`src/hw/rtl/mpps_pkg.sv`:
```
package mpps_pkg;

    localparam int MAX_JOBS_DEF = 16;
    localparam int TIME_W       = 32;
    localparam int SLICE_W      = 16;
    localparam int CNT_W        = 5;
    localparam int FIELD_IDX_W  = 4;
    localparam int WORD_W       = 2 * TIME_W;
    localparam int CFG_DATA_W   = 16;

    localparam logic [SLICE_W-1:0] QUANTUM_RST   = SLICE_W'(500);
    localparam logic [CNT_W-1:0]   JOB_COUNT_RST = CNT_W'(1);
    localparam logic [SLICE_W-1:0] SLICE_MAX     = '1;
    localparam logic [TIME_W-1:0]  TIME_MAX      = '1;

    localparam logic MODE_LOAD = 1'b0;
    localparam logic MODE_TICK = 1'b1;

    typedef enum logic [1:0] {
        CFG_POLICY    = 2'd0,
        CFG_JOB_COUNT = 2'd1,
        CFG_QUANTUM   = 2'd2
    } cfg_index_t;

    typedef enum logic [1:0] {
        POL_FIFO = 2'd0,
        POL_RR   = 2'd1,
        POL_SJF  = 2'd2,
        POL_PSJF = 2'd3
    } policy_t;

    typedef enum logic [2:0] {
        ST_IDLE,
        ST_SCAN,
        ST_DECIDE,
        ST_FETCH,
        ST_UPDATE,
        ST_EMIT
    } state_t;

    typedef struct packed {
        logic ff_found;
        logic ff_one;
        logic sj_found;
        logic sj_one;
        logic rr_any;
        logic rr_one;
        logic rr_gt;
        logic rr_gone;
        logic cur_zero;
        logic cur_one;
    } scan_flags_t;

endpackage

```
`src/hw/rtl/multi_policy_process_scheduler_top.sv`:
```
// Channel  | Direction | Handshake          | Content
// s_*      | in        | s_tvalid/s_tready  | job load or tick; tuser selects which
// m_*      | out       | m_tvalid/m_tready  | one result per tick, none per load
// cfg_*    | in        | cfg_valid/cfg_ready| register index and write data
//
// A load is written to job memory as it is taken. A tick scans n entries, n being
// min(job_count, MAX_JOBS), and skips the scan when n is zero: the scan reads one entry per
// cycle, then decide, and fetch and write back the chosen entry when a job is chosen.
// Reset returns control and configuration registers to their defaults; job memory contents are undefined until loaded.
// The input is taken only in idle; a result that waits on m_tready stalls the next
// tick in its final cycle only.
module multi_policy_process_scheduler_top #(
    parameter int MAX_JOBS = mpps_pkg::MAX_JOBS_DEF
) (
    input  logic        clk,
    input  logic        rst_n,
    input  logic        s_tvalid,
    output logic        s_tready,
    input  logic [71:0] s_tdata,   // entry_index[3:0], arrival_tick[35:4], run_time[67:36]
    input  logic        s_tuser,   // mode[0]
    output logic        m_tvalid,
    input  logic        m_tready,
    output logic [15:0] m_tdata,   // running_index[3:0], running_valid[4], switched[5],
                                   // finished_valid[6], finished_index[10:7], all_done[11]
    input  logic        cfg_valid,
    output logic        cfg_ready,
    input  logic [1:0]  cfg_index,
    input  logic [15:0] cfg_data
);

    localparam int IW    = $clog2(MAX_JOBS);
    localparam int CW    = mpps_pkg::CNT_W;
    localparam int TW    = mpps_pkg::TIME_W;
    localparam int SW    = mpps_pkg::SLICE_W;
    localparam int FW    = mpps_pkg::FIELD_IDX_W;
    localparam int NCAP  = (MAX_JOBS < 31) ? MAX_JOBS : 31;

    mpps_pkg::state_t  state_reg, state_next;
    mpps_pkg::policy_t policy_reg, policy_next;
    logic [CW-1:0]     job_count_reg, job_count_next;
    logic [SW-1:0]     quantum_reg, quantum_next;
    logic [IW-1:0]     cur_reg, cur_next;
    logic              act_reg, act_next;
    logic [SW-1:0]     slice_reg, slice_next;
    logic [TW-1:0]     now_reg, now_next;
    logic [CW-1:0]     iss_reg, iss_next;
    logic              rv_reg, rv_next;
    logic [IW-1:0]     ridx_reg, ridx_next;
    logic [15:0]       res_reg, res_next;
    logic              out_valid_reg, out_valid_next;
    logic [15:0]       out_data_reg, out_data_next;

    logic [CW-1:0]     n_eff;
    logic [IW+CW-1:0]  cur_w;
    logic [IW+CW-1:0]  n_w;
    logic [IW+CW-1:0]  iss_w;
    logic [IW-1:0]     slot;
    logic              in_xfer;
    logic              tick_xfer;
    logic              load_xfer;
    logic              out_free;

    logic                          ram_we;
    logic [IW-1:0]                 ram_wr_addr;
    logic [mpps_pkg::WORD_W-1:0]   ram_wr_data;
    logic                          ram_rd_en;
    logic [IW-1:0]                 ram_rd_addr;
    logic [mpps_pkg::WORD_W-1:0]   ram_rd_data;
    logic [TW-1:0]                 rd_arr;
    logic [TW-1:0]                 rd_rem;

    logic                  scan_start;
    mpps_pkg::scan_flags_t flags;
    logic [IW-1:0]         ff_idx;
    logic [IW-1:0]         sj_idx;
    logic [IW-1:0]         rr_idx;
    logic [IW-1:0]         rr_gidx;
    logic [CW-1:0]         live;

    logic              retired;
    logic              act2;
    logic [SW-1:0]     slice1;
    logic [SW-1:0]     slice2;
    logic              found;
    logic [IW-1:0]     pidx;
    logic              pone;
    logic [CW-1:0]     live_f;
    logic [IW+FW-1:0]  pidx_w;
    logic [IW+FW-1:0]  curf_w;

    assign n_eff     = (job_count_reg > CW'(NCAP)) ? CW'(NCAP) : job_count_reg;
    assign cur_w     = {{CW{1'b0}}, cur_reg};
    assign n_w       = {{IW{1'b0}}, n_eff};
    assign iss_w     = {{IW{1'b0}}, iss_reg};
    assign pidx_w    = {{FW{1'b0}}, pidx};
    assign curf_w    = {{FW{1'b0}}, cur_reg};
    assign in_xfer   = s_tvalid && s_tready;
    assign tick_xfer = in_xfer && (s_tuser == mpps_pkg::MODE_TICK);
    assign load_xfer = in_xfer && (s_tuser == mpps_pkg::MODE_LOAD);
    assign out_free  = !out_valid_reg || m_tready;
    assign rd_arr    = ram_rd_data[TW-1:0];
    assign rd_rem    = ram_rd_data[2*TW-1:TW];

    always_comb
    begin
        slot = '0;
        for (int v = 0; v < 16; v++)
        begin
            if (s_tdata[FW-1:0] == FW'(v))
            begin
                slot = IW'(v % MAX_JOBS);
            end
        end
    end

    mpps_ram #(
        .WIDTH (mpps_pkg::WORD_W),
        .DEPTH (MAX_JOBS)
    ) u_job_ram (
        .clk     (clk),
        .we      (ram_we),
        .wr_addr (ram_wr_addr),
        .wr_data (ram_wr_data),
        .rd_en   (ram_rd_en),
        .rd_addr (ram_rd_addr),
        .rd_data (ram_rd_data)
    );

    mpps_scan #(
        .MAX_JOBS (MAX_JOBS)
    ) u_scan (
        .clk     (clk),
        .rst_n   (rst_n),
        .start   (scan_start),
        .en      (rv_reg),
        .idx     (ridx_reg),
        .arr     (rd_arr),
        .rem     (rd_rem),
        .now     (now_reg),
        .cur     (cur_reg),
        .flags   (flags),
        .ff_idx  (ff_idx),
        .sj_idx  (sj_idx),
        .rr_idx  (rr_idx),
        .rr_gidx (rr_gidx),
        .live    (live)
    );

    // next state
    always_comb
    begin
        state_next = state_reg;
        unique case (state_reg)
            mpps_pkg::ST_IDLE:
            begin
                if (tick_xfer)
                begin
                    state_next = (n_eff == '0) ? mpps_pkg::ST_DECIDE : mpps_pkg::ST_SCAN;
                end
            end
            mpps_pkg::ST_SCAN:
            begin
                if (iss_reg == n_eff)
                begin
                    state_next = mpps_pkg::ST_DECIDE;
                end
            end
            mpps_pkg::ST_DECIDE:
            begin
                state_next = found ? mpps_pkg::ST_FETCH : mpps_pkg::ST_EMIT;
            end
            mpps_pkg::ST_FETCH:
            begin
                state_next = mpps_pkg::ST_UPDATE;
            end
            mpps_pkg::ST_UPDATE:
            begin
                state_next = mpps_pkg::ST_EMIT;
            end
            mpps_pkg::ST_EMIT:
            begin
                if (out_free)
                begin
                    state_next = mpps_pkg::ST_IDLE;
                end
            end
            default:
            begin
                state_next = mpps_pkg::ST_IDLE;
            end
        endcase
    end

    // memory and scan control
    always_comb
    begin
        s_tready    = 1'b0;
        scan_start  = 1'b0;
        ram_we      = 1'b0;
        ram_wr_addr = slot;
        ram_wr_data = {s_tdata[67:36], s_tdata[35:4]};
        ram_rd_en   = 1'b0;
        ram_rd_addr = iss_w[IW-1:0];
        unique case (state_reg)
            mpps_pkg::ST_IDLE:
            begin
                s_tready   = 1'b1;
                scan_start = tick_xfer;
                ram_we     = load_xfer;
            end
            mpps_pkg::ST_SCAN:
            begin
                ram_rd_en = iss_reg < n_eff;
            end
            mpps_pkg::ST_FETCH:
            begin
                ram_rd_en   = 1'b1;
                ram_rd_addr = cur_reg;
            end
            mpps_pkg::ST_UPDATE:
            begin
                ram_we      = 1'b1;
                ram_wr_addr = cur_reg;
                ram_wr_data = {(rd_rem != '0) ? rd_rem - TW'(1) : rd_rem, rd_arr};
            end
            mpps_pkg::ST_DECIDE, mpps_pkg::ST_EMIT:
            begin
                ram_rd_en = 1'b0;
            end
            default:
            begin
                ram_rd_en = 1'b0;
            end
        endcase
    end

    // selection
    always_comb
    begin
        retired = act_reg && flags.cur_zero;
        act2    = act_reg && !retired;
        slice1  = retired ? '0 : slice_reg;
        found   = 1'b0;
        pidx    = cur_reg;
        pone    = flags.cur_one;
        case (policy_reg)
            mpps_pkg::POL_FIFO:
            begin
                if (act2)
                begin
                    found = 1'b1;
                end
                else
                begin
                    found = flags.ff_found;
                    pidx  = ff_idx;
                    pone  = flags.ff_one;
                end
            end
            mpps_pkg::POL_RR:
            begin
                if (act2 && (slice1 < quantum_reg))
                begin
                    found = 1'b1;
                end
                else if (act2 && flags.rr_gt)
                begin
                    found = 1'b1;
                    pidx  = rr_gidx;
                    pone  = flags.rr_gone;
                end
                else
                begin
                    found = flags.rr_any;
                    pidx  = rr_idx;
                    pone  = flags.rr_one;
                end
            end
            mpps_pkg::POL_SJF:
            begin
                if (act2)
                begin
                    found = 1'b1;
                end
                else
                begin
                    found = flags.sj_found;
                    pidx  = sj_idx;
                    pone  = flags.sj_one;
                end
            end
            default:
            begin
                found = flags.sj_found;
                pidx  = sj_idx;
                pone  = flags.sj_one;
            end
        endcase
        if (n_eff == '0)
        begin
            found = 1'b0;
        end
        slice2 = (slice1 >= quantum_reg) ? '0 : slice1;
        if (found && (slice2 != mpps_pkg::SLICE_MAX))
        begin
            slice2 = slice2 + SW'(1);
        end
        live_f = live - CW'(found && pone);
    end

    // datapath registers
    always_comb
    begin
        policy_next    = policy_reg;
        job_count_next = job_count_reg;
        quantum_next   = quantum_reg;
        cur_next       = cur_reg;
        act_next       = act_reg;
        slice_next     = slice_reg;
        now_next       = now_reg;
        iss_next       = iss_reg;
        rv_next        = ram_rd_en && (state_reg == mpps_pkg::ST_SCAN);
        ridx_next      = iss_w[IW-1:0];
        res_next       = res_reg;
        out_valid_next = out_valid_reg && !m_tready;
        out_data_next  = out_data_reg;

        if (cfg_valid && cfg_ready)
        begin
            unique case (cfg_index)
                mpps_pkg::CFG_POLICY:    policy_next    = mpps_pkg::policy_t'(cfg_data[1:0]);
                mpps_pkg::CFG_JOB_COUNT: job_count_next = cfg_data[CW-1:0];
                mpps_pkg::CFG_QUANTUM:   quantum_next   = cfg_data[SW-1:0];
                default:                 quantum_next   = quantum_reg;
            endcase
        end

        unique case (state_reg)
            mpps_pkg::ST_IDLE:
            begin
                iss_next = '0;
                if (tick_xfer && act_reg && !(cur_w < n_w))
                begin
                    act_next   = 1'b0;
                    slice_next = '0;
                end
            end
            mpps_pkg::ST_SCAN:
            begin
                if (ram_rd_en)
                begin
                    iss_next = iss_reg + CW'(1);
                end
            end
            mpps_pkg::ST_DECIDE:
            begin
                cur_next   = found ? pidx : cur_reg;
                act_next   = found;
                slice_next = slice2;
                now_next   = (now_reg != mpps_pkg::TIME_MAX) ? now_reg + TW'(1) : now_reg;
                res_next   = {4'b0000,
                              live_f == '0,
                              retired ? curf_w[FW-1:0] : {FW{1'b0}},
                              retired,
                              found && (!act2 || (pidx != cur_reg)),
                              found,
                              found ? pidx_w[FW-1:0] : {FW{1'b0}}};
            end
            mpps_pkg::ST_EMIT:
            begin
                if (out_free)
                begin
                    out_valid_next = 1'b1;
                    out_data_next  = res_reg;
                end
            end
            mpps_pkg::ST_FETCH, mpps_pkg::ST_UPDATE:
            begin
                iss_next = iss_reg;
            end
            default:
            begin
                iss_next = iss_reg;
            end
        endcase
    end

    always_ff @(posedge clk or negedge rst_n)
    begin
        if (!rst_n)
        begin
            state_reg     <= mpps_pkg::ST_IDLE;
            policy_reg    <= mpps_pkg::POL_FIFO;
            job_count_reg <= mpps_pkg::JOB_COUNT_RST;
            quantum_reg   <= mpps_pkg::QUANTUM_RST;
            cur_reg       <= '0;
            act_reg       <= 1'b0;
            slice_reg     <= '0;
            now_reg       <= '0;
            iss_reg       <= '0;
            rv_reg        <= 1'b0;
            out_valid_reg <= 1'b0;
        end
        else
        begin
            state_reg     <= state_next;
            policy_reg    <= policy_next;
            job_count_reg <= job_count_next;
            quantum_reg   <= quantum_next;
            cur_reg       <= cur_next;
            act_reg       <= act_next;
            slice_reg     <= slice_next;
            now_reg       <= now_next;
            iss_reg       <= iss_next;
            rv_reg        <= rv_next;
            out_valid_reg <= out_valid_next;
        end
    end

    always_ff @(posedge clk)
    begin
        ridx_reg     <= ridx_next;
        res_reg      <= res_next;
        out_data_reg <= out_data_next;
    end

    assign cfg_ready = 1'b1;
    assign m_tvalid  = out_valid_reg;
    assign m_tdata   = out_data_reg;

    a_scan_bound: assert property (@(posedge clk) disable iff (!rst_n)
        (state_reg == mpps_pkg::ST_SCAN && ram_rd_en) |-> (iss_reg < n_eff))
        else $error("scan read beyond job count");

    a_write_window: assert property (@(posedge clk) disable iff (!rst_n)
        ram_we |-> (state_reg == mpps_pkg::ST_IDLE || state_reg == mpps_pkg::ST_UPDATE))
        else $error("job memory written during scan");

    a_fetch_active: assert property (@(posedge clk) disable iff (!rst_n)
        (state_reg == mpps_pkg::ST_FETCH) |-> (act_reg && $past(state_reg) == mpps_pkg::ST_DECIDE))
        else $error("fetch without a chosen job");

    a_retire_differs: assert property (@(posedge clk) disable iff (!rst_n)
        (state_reg == mpps_pkg::ST_EMIT && res_reg[6] && res_reg[4] && MAX_JOBS <= 16)
            |-> (res_reg[10:7] != res_reg[3:0]))
        else $error("retired job chosen again");

endmodule

```
`src/hw/rtl/mpps_ram.sv`:
```
module mpps_ram #(
    parameter int WIDTH = 8,
    parameter int DEPTH = 16,
    localparam int AW = (DEPTH > 1) ? $clog2(DEPTH) : 1
) (
    input  logic             clk,
    input  logic             we,
    input  logic [AW-1:0]    wr_addr,
    input  logic [WIDTH-1:0] wr_data,
    input  logic             rd_en,
    input  logic [AW-1:0]    rd_addr,
    output logic [WIDTH-1:0] rd_data
);

    logic [WIDTH-1:0] mem_reg [DEPTH];
    logic [WIDTH-1:0] rd_data_reg;

    always_ff @(posedge clk)
    begin
        if (we)
        begin
            mem_reg[wr_addr] <= wr_data;
        end
        if (rd_en)
        begin
            rd_data_reg <= mem_reg[rd_addr];
        end
    end

    assign rd_data = rd_data_reg;

endmodule

```
`src/hw/rtl/mpps_scan.sv`:
```
module mpps_scan #(
    parameter int MAX_JOBS = mpps_pkg::MAX_JOBS_DEF,
    localparam int IW = $clog2(MAX_JOBS)
) (
    input  logic                              clk,
    input  logic                              rst_n,
    input  logic                              start,
    input  logic                              en,
    input  logic [IW-1:0]                     idx,
    input  logic [mpps_pkg::TIME_W-1:0]       arr,
    input  logic [mpps_pkg::TIME_W-1:0]       rem,
    input  logic [mpps_pkg::TIME_W-1:0]       now,
    input  logic [IW-1:0]                     cur,
    output mpps_pkg::scan_flags_t             flags,
    output logic [IW-1:0]                     ff_idx,
    output logic [IW-1:0]                     sj_idx,
    output logic [IW-1:0]                     rr_idx,
    output logic [IW-1:0]                     rr_gidx,
    output logic [mpps_pkg::CNT_W-1:0]        live
);

    mpps_pkg::scan_flags_t             flags_reg, flags_next;
    logic                              prefix_reg, prefix_next;
    logic [IW-1:0]                     ff_idx_reg, ff_idx_next;
    logic [IW-1:0]                     sj_idx_reg, sj_idx_next;
    logic [IW-1:0]                     rr_idx_reg, rr_idx_next;
    logic [IW-1:0]                     rr_gidx_reg, rr_gidx_next;
    logic [mpps_pkg::TIME_W-1:0]       sj_rem_reg, sj_rem_next;
    logic [mpps_pkg::CNT_W-1:0]        live_reg, live_next;

    logic arrived;
    logic pos;
    logic is_one;
    logic elig;
    logic rdy;

    assign arrived = now >= arr;
    assign pos     = rem != '0;
    assign is_one  = rem == mpps_pkg::TIME_W'(1);
    assign elig    = prefix_reg && arrived && pos;
    assign rdy     = arrived && pos;

    always_comb
    begin
        flags_next   = flags_reg;
        prefix_next  = prefix_reg;
        ff_idx_next  = ff_idx_reg;
        sj_idx_next  = sj_idx_reg;
        rr_idx_next  = rr_idx_reg;
        rr_gidx_next = rr_gidx_reg;
        sj_rem_next  = sj_rem_reg;
        live_next    = live_reg;
        if (start)
        begin
            flags_next  = '0;
            prefix_next = 1'b1;
            live_next   = '0;
        end
        else if (en)
        begin
            prefix_next = prefix_reg && arrived;
            if (elig && !flags_reg.ff_found)
            begin
                flags_next.ff_found = 1'b1;
                flags_next.ff_one   = is_one;
                ff_idx_next         = idx;
            end
            if (elig && (!flags_reg.sj_found || rem < sj_rem_reg))
            begin
                flags_next.sj_found = 1'b1;
                flags_next.sj_one   = is_one;
                sj_idx_next         = idx;
                sj_rem_next         = rem;
            end
            if (rdy && !flags_reg.rr_any)
            begin
                flags_next.rr_any = 1'b1;
                flags_next.rr_one = is_one;
                rr_idx_next       = idx;
            end
            if (rdy && (idx > cur) && !flags_reg.rr_gt)
            begin
                flags_next.rr_gt   = 1'b1;
                flags_next.rr_gone = is_one;
                rr_gidx_next       = idx;
            end
            if (idx == cur)
            begin
                flags_next.cur_zero = !pos;
                flags_next.cur_one  = is_one;
            end
            if (pos)
            begin
                live_next = live_reg + mpps_pkg::CNT_W'(1);
            end
        end
    end

    always_ff @(posedge clk or negedge rst_n)
    begin
        if (!rst_n)
        begin
            flags_reg  <= '0;
            prefix_reg <= 1'b1;
            live_reg   <= '0;
        end
        else
        begin
            flags_reg  <= flags_next;
            prefix_reg <= prefix_next;
            live_reg   <= live_next;
        end
    end

    always_ff @(posedge clk)
    begin
        ff_idx_reg  <= ff_idx_next;
        sj_idx_reg  <= sj_idx_next;
        rr_idx_reg  <= rr_idx_next;
        rr_gidx_reg <= rr_gidx_next;
        sj_rem_reg  <= sj_rem_next;
    end

    assign flags   = flags_reg;
    assign ff_idx  = ff_idx_reg;
    assign sj_idx  = sj_idx_reg;
    assign rr_idx  = rr_idx_reg;
    assign rr_gidx = rr_gidx_reg;
    assign live    = live_reg;

endmodule

```
`config.mk`:
```
export PLATFORM = sky130hd
export DESIGN_NAME = multi_policy_process_scheduler_top
export DESIGN_NICKNAME = d
export VERILOG_FILES = /design/src/hw/rtl/mpps_pkg.sv /design/src/hw/rtl/multi_policy_process_scheduler_top.sv /design/src/hw/rtl/mpps_ram.sv /design/src/hw/rtl/mpps_scan.sv
export SDC_FILE = /design/constraint.sdc
export NUM_CORES = 2
export LEC_CHECK = 0
export BUFFER_PORTS_ARGS = -buffer_cell sky130_fd_sc_hd__buf_2
export CAP_MARGIN = 30
export CORE_MARGIN = 4
export CORE_UTILIZATION = 50
export DETAILED_ROUTE_END_ITERATION = 10
export GPL_TIMING_DRIVEN = 0
export PLACE_DENSITY = 0.75
export SYNTH_ARGS = -nofsm -noshare
export SYNTH_HDL_FRONTEND = slang
export SYNTH_SLANG_ARGS = --single-unit
```
`constraint.sdc`:
```
create_clock -name clk -period 8.5 [get_ports clk]
set_input_delay 0.85 -clock clk [delete_from_list [all_inputs] [get_ports clk]]
set_output_delay 0.85 -clock clk [all_outputs]
set_load 0.005 [all_outputs]
```
==> impl_metrics.csv <==
group,metric,value,unit
outcome,status,"finished clean",
place,dp_cells,4649,
global_routing,grt_max_degree,66,
routing,dr_total_vias,30400,
setup_path,crit_chain,"nand2_1, clkbuf_1, clkbuf_1, and2_1, ha_1, nand4_1, nor2_1, or3_1, or3_1, clkbuf_1, nor2_1, and3_1, ha_1, and3_1, nand4_1, o221ai_1, a21o_1, clkbuf_1, o311ai_0, nand3_1",
global_routing,grt.met1_usage,0.329,
place,pre_cts_ws,2790,ps
finish,finalNetCount,3587,
routing,drt-wirelength-per-cell,27.1,um
routing,drtIter0Drc,4155,
global_routing,grtUsageMet3,0.0420,
sta,rsz0062_at_grt,"no",
synthesis,avgSynthCellArea,17.1,um2
pwr,internal-power,0.0128,W
finish,final_cells,4876,
synthesis,ys.flop_type,"edfxtp_1",
sta,fin_crit_sh,0.691,
pwr,p_leak,20.7,nW
global_routing,grt_pass1_vias,30500,
synthesis,synth.distinct_cells,80,
routing,avgViaCountPerCell,6.23,
floorplan,placement_rows,118,
setup_path,cp.required,9130,ps
floorplan,die_y,331,um
pwr,worst_ir_drop_vdd,0.240,mV
floorplan,dieArea,110000,um2
finish,area_growth,14.8,%
global_routing,overflow,0,
clocking,clock-sinks,1266,
clocking,cts_tree,"yes",
pwr,powerDensity,310,nW/um2
clocking,cts_resized,0,
synthesis,synthCells,3054,
routing,drcViolationCount,0,
floorplan,coreArea,104000,um2
sta,fin_worst_hold_slack,142,ps
clocking,clock_latency,700,ps
sta,hold_viol_final,0,
global_routing,grt_pass1_wl,197000,um
worst_hold_path,hold_path.class,"input pin to asynchronous set/reset pin",
clocking,postCtsSetupBuffers,0,
place,gp_congestion,0.911,
finish,fin_util,0.579,
clocking,clock_path_buffers,3,
pwr,swShare,0.310,
clocking,cts_hold_buf,0,
synthesis,ys_warn_count,0,
setup_path,cp-start-kind,"flop",
finish,largest_reg_flops,1024,
routing,drt-pass1-iter-count,7,
clocking,cts_max_level,3,
synthesis,seq_area_frac_synth,0.717,
setup_path,end_kind,"flop",
clocking,root_buffer,"clkbuf_16",
sta,min_period,5870,ps
place,hpwlAfterDp,86200,um
sta,setup_violations,0,
floorplan,start_util,0.505,
finish,drive_above_1_share,0.214,
global_routing,grt.busiest_layer,"met2",
sta,clock_skew,29.3,ps
sta,finalWorstSetupSlack,2630,ps
sta,drv_slew,0,
clocking,clkTransAtPathRegs,60,ps
routing,drt-total-wl,132000,um
pwr,p_sw,0.00577,W
setup_path,critical-path-max-stage-delay,490,ps
synthesis,ys_async_sr_fraction,0.0806,
floorplan,chipWidth,331,um
pwr,p_clk_frac,0.277,
setup_path,crit_arrival,6510,ps
pwr,power.share.combinational,0.275,
synthesis,synth-edff-count,1160,
place,io_buffers,105,
sta,timing.slew.headroom,0.242,
global_routing,grt_use_total,0.239,
pwr,fin_total_pwr,0.0186,W
sta,max_slew.worst_pin.slew,1130,ps
clocking,cts_buffers,116,
pwr,p_seq_frac,0.448,
setup_path,cp_max_fo,10,
routing,ant_nets,0,
finish,layout_commonest_cell,"edfxtp_1",
global_routing,met2_usage,0.385,
finish,layout_common_cells,"edfxtp_1 (1,160), nand2_1 (312), mux4_2 (256), buf_2 (160), clkbuf_16 (119)",
job,drv_cap,0,
global_routing,grt_antenna_before_repair,2,
floorplan,ioPinCount,115,
setup_path,slowest_stage,"dfrtp_1",
synthesis,netlist_area,52300,um2
synthesis,synth_seq_cells,1266,
sta,max_freq,0.170,GHz
setup_path,worst-setup-path-type,"flop to flop",
setup_path,cp_common_cell,"clkbuf_1",
[power by group through the flow]
| stage | combinational, W | clock [W] | sequential (W) |
|---|---|---|---|
| global route | 0.00550 | 0.00548 | 0.00838 |
| floorplan | 0.00324 | 0 | 0.00836 |
| CTS | 0.00507 | 0.00519 | 0.00833 |
| detailed placement | 0.00501 | 0 | 0.00845 |
| global placement | 0.00460 | 0 | 0.00854 |
| finish | 0.00511 | 0.00515 | 0.00833 |
[critical path, delay by kind of cell, from the launching register on]
| kind | cells | cell delay [ps] |
|---|---|---|
| AO/OA/AOI/OAI | 3 | 730 |
| flip-flops | 1 | 490 |
| AND/OR/NAND/NOR | 11 | 2720 |
| buffers and inverters | 4 | 1420 |
| adder cells (fa/ha/maj) | 2 | 440 |
[synth_stat cells, drive strengths merged, types with 4 or more instances]
| cell type | number | share of area |
|---|---|---|
| o31a | 4 | 0.00067 |
| nand2b | 10 | 0.0012 |
| mux4 | 256 | 0.11 |
| nor3b | 4 | 0.00057 |
| buf | 46 | 0.0045 |
| a22oi | 6 | 0.00086 |
| o31ai | 9 | 0.0017 |
| nand3b | 6 | 0.00086 |
| and2 | 82 | 0.0098 |
| a31oi | 73 | 0.0087 |
| dfstp | 8 | 0.0040 |
| o22ai | 4 | 0.00048 |
| nor2b | 10 | 0.0012 |
| dfrtp | 94 | 0.045 |
| xnor2 | 37 | 0.0062 |
| or4 | 8 | 0.0012 |
| edfxtp | 1160 | 0.67 |
| or3 | 6 | 0.00072 |
| nor2 | 90 | 0.0067 |
| a21o | 8 | 0.0011 |
| a211oi | 71 | 0.010 |
| nand3 | 40 | 0.0039 |
| inv | 107 | 0.0077 |
| and3 | 15 | 0.0018 |
| ha | 98 | 0.023 |
| nor4 | 26 | 0.0032 |
| a21oi | 47 | 0.0045 |
| o311ai | 6 | 0.0010 |
| clkbuf | 97 | 0.0070 |
| dfxtp | 4 | 0.0015 |
| nand4 | 33 | 0.0039 |
| nand2 | 312 | 0.022 |
| mux2i | 18 | 0.0034 |
| xor2 | 30 | 0.0050 |
| or3b | 4 | 0.00067 |
| nor3 | 28 | 0.0027 |
| or4b | 4 | 0.00077 |
| mux2 | 23 | 0.0050 |
| o21a | 9 | 0.0013 |
| a32oi | 4 | 0.00067 |
| o21ai | 106 | 0.010 |
| o211ai | 9 | 0.0013 |
[path summary, 6_finish.rpt]
check	startpoint	to	slack, ps	cells after the start
worst min register to register	res_reg[7]	m_tdata[7]	420	0
max in group asynchronous	rst_n	u_scan.prefix_reg	7600	2
worst min-delay path	rst_n	quantum_reg[13]	140	1
worst max-delay path	u_scan.flags[1]	slice_reg[6]	2630	20
min in group clk	cfg_data[10]	quantum_reg[10]	380	2
worst max register to register	u_scan.flags[1]	slice_reg[6]	2630	20
[through the flow]
| step | setup TNS (ps) | area [um2] |
|---|---|---|
| 5_1_grt | 0 | 60000 |
| 6_report | 0 | 60000 |
| 3_5_place_dp | 0 | 56200 |
| 3_3_place_gp | -256090 | 54600 |
| 2_1_floorplan | 0 | 52300 |
| 4_1_cts | 0 | 60000 |
[layout make-up]
type / count / area (um2)
timing repair buffer: 218 / 2100
multi-input combinational: 1538 / 14000
clock buffer: 142 / 3080
antenna: 4 / 10.0
buffer: 143 / 598
clock inverter: 75 / 647
inverter: 110 / 413
sequential: 1266 / 37500
tap: 1380 / 1730
fill: 7442 / 43600
[cells by family (layout without fill, tap and decap cells)]
kind of cell             Yosys count  after routing  synth area share
flip-flops                      1266           1266             0.717
AND/OR/NAND/NOR                  688            688            0.0632
AO/OA/AOI/OAI                    383            383            0.0475
multiplexers                     297            297             0.119
buffers and inverters            253            688            0.0193
adder cells (fa/ha/maj)           98             98            0.0234
XOR/XNOR                          67             67            0.0112
other                              2              9          0.000144
[routing by layer]
metal | up-vias | part of all wire | routed length (um)
li1 | 12800 | - | -
met1 | 15400 | 0.37 | 49400
met2 | 1927 | 0.49 | 64400
met3 | 294 | 0.10 | 13600
met4 | 0 | 0.037 | 4910
met5 | - | 0 | 0
No activity file was read; power rests on OpenSTA's default activity.
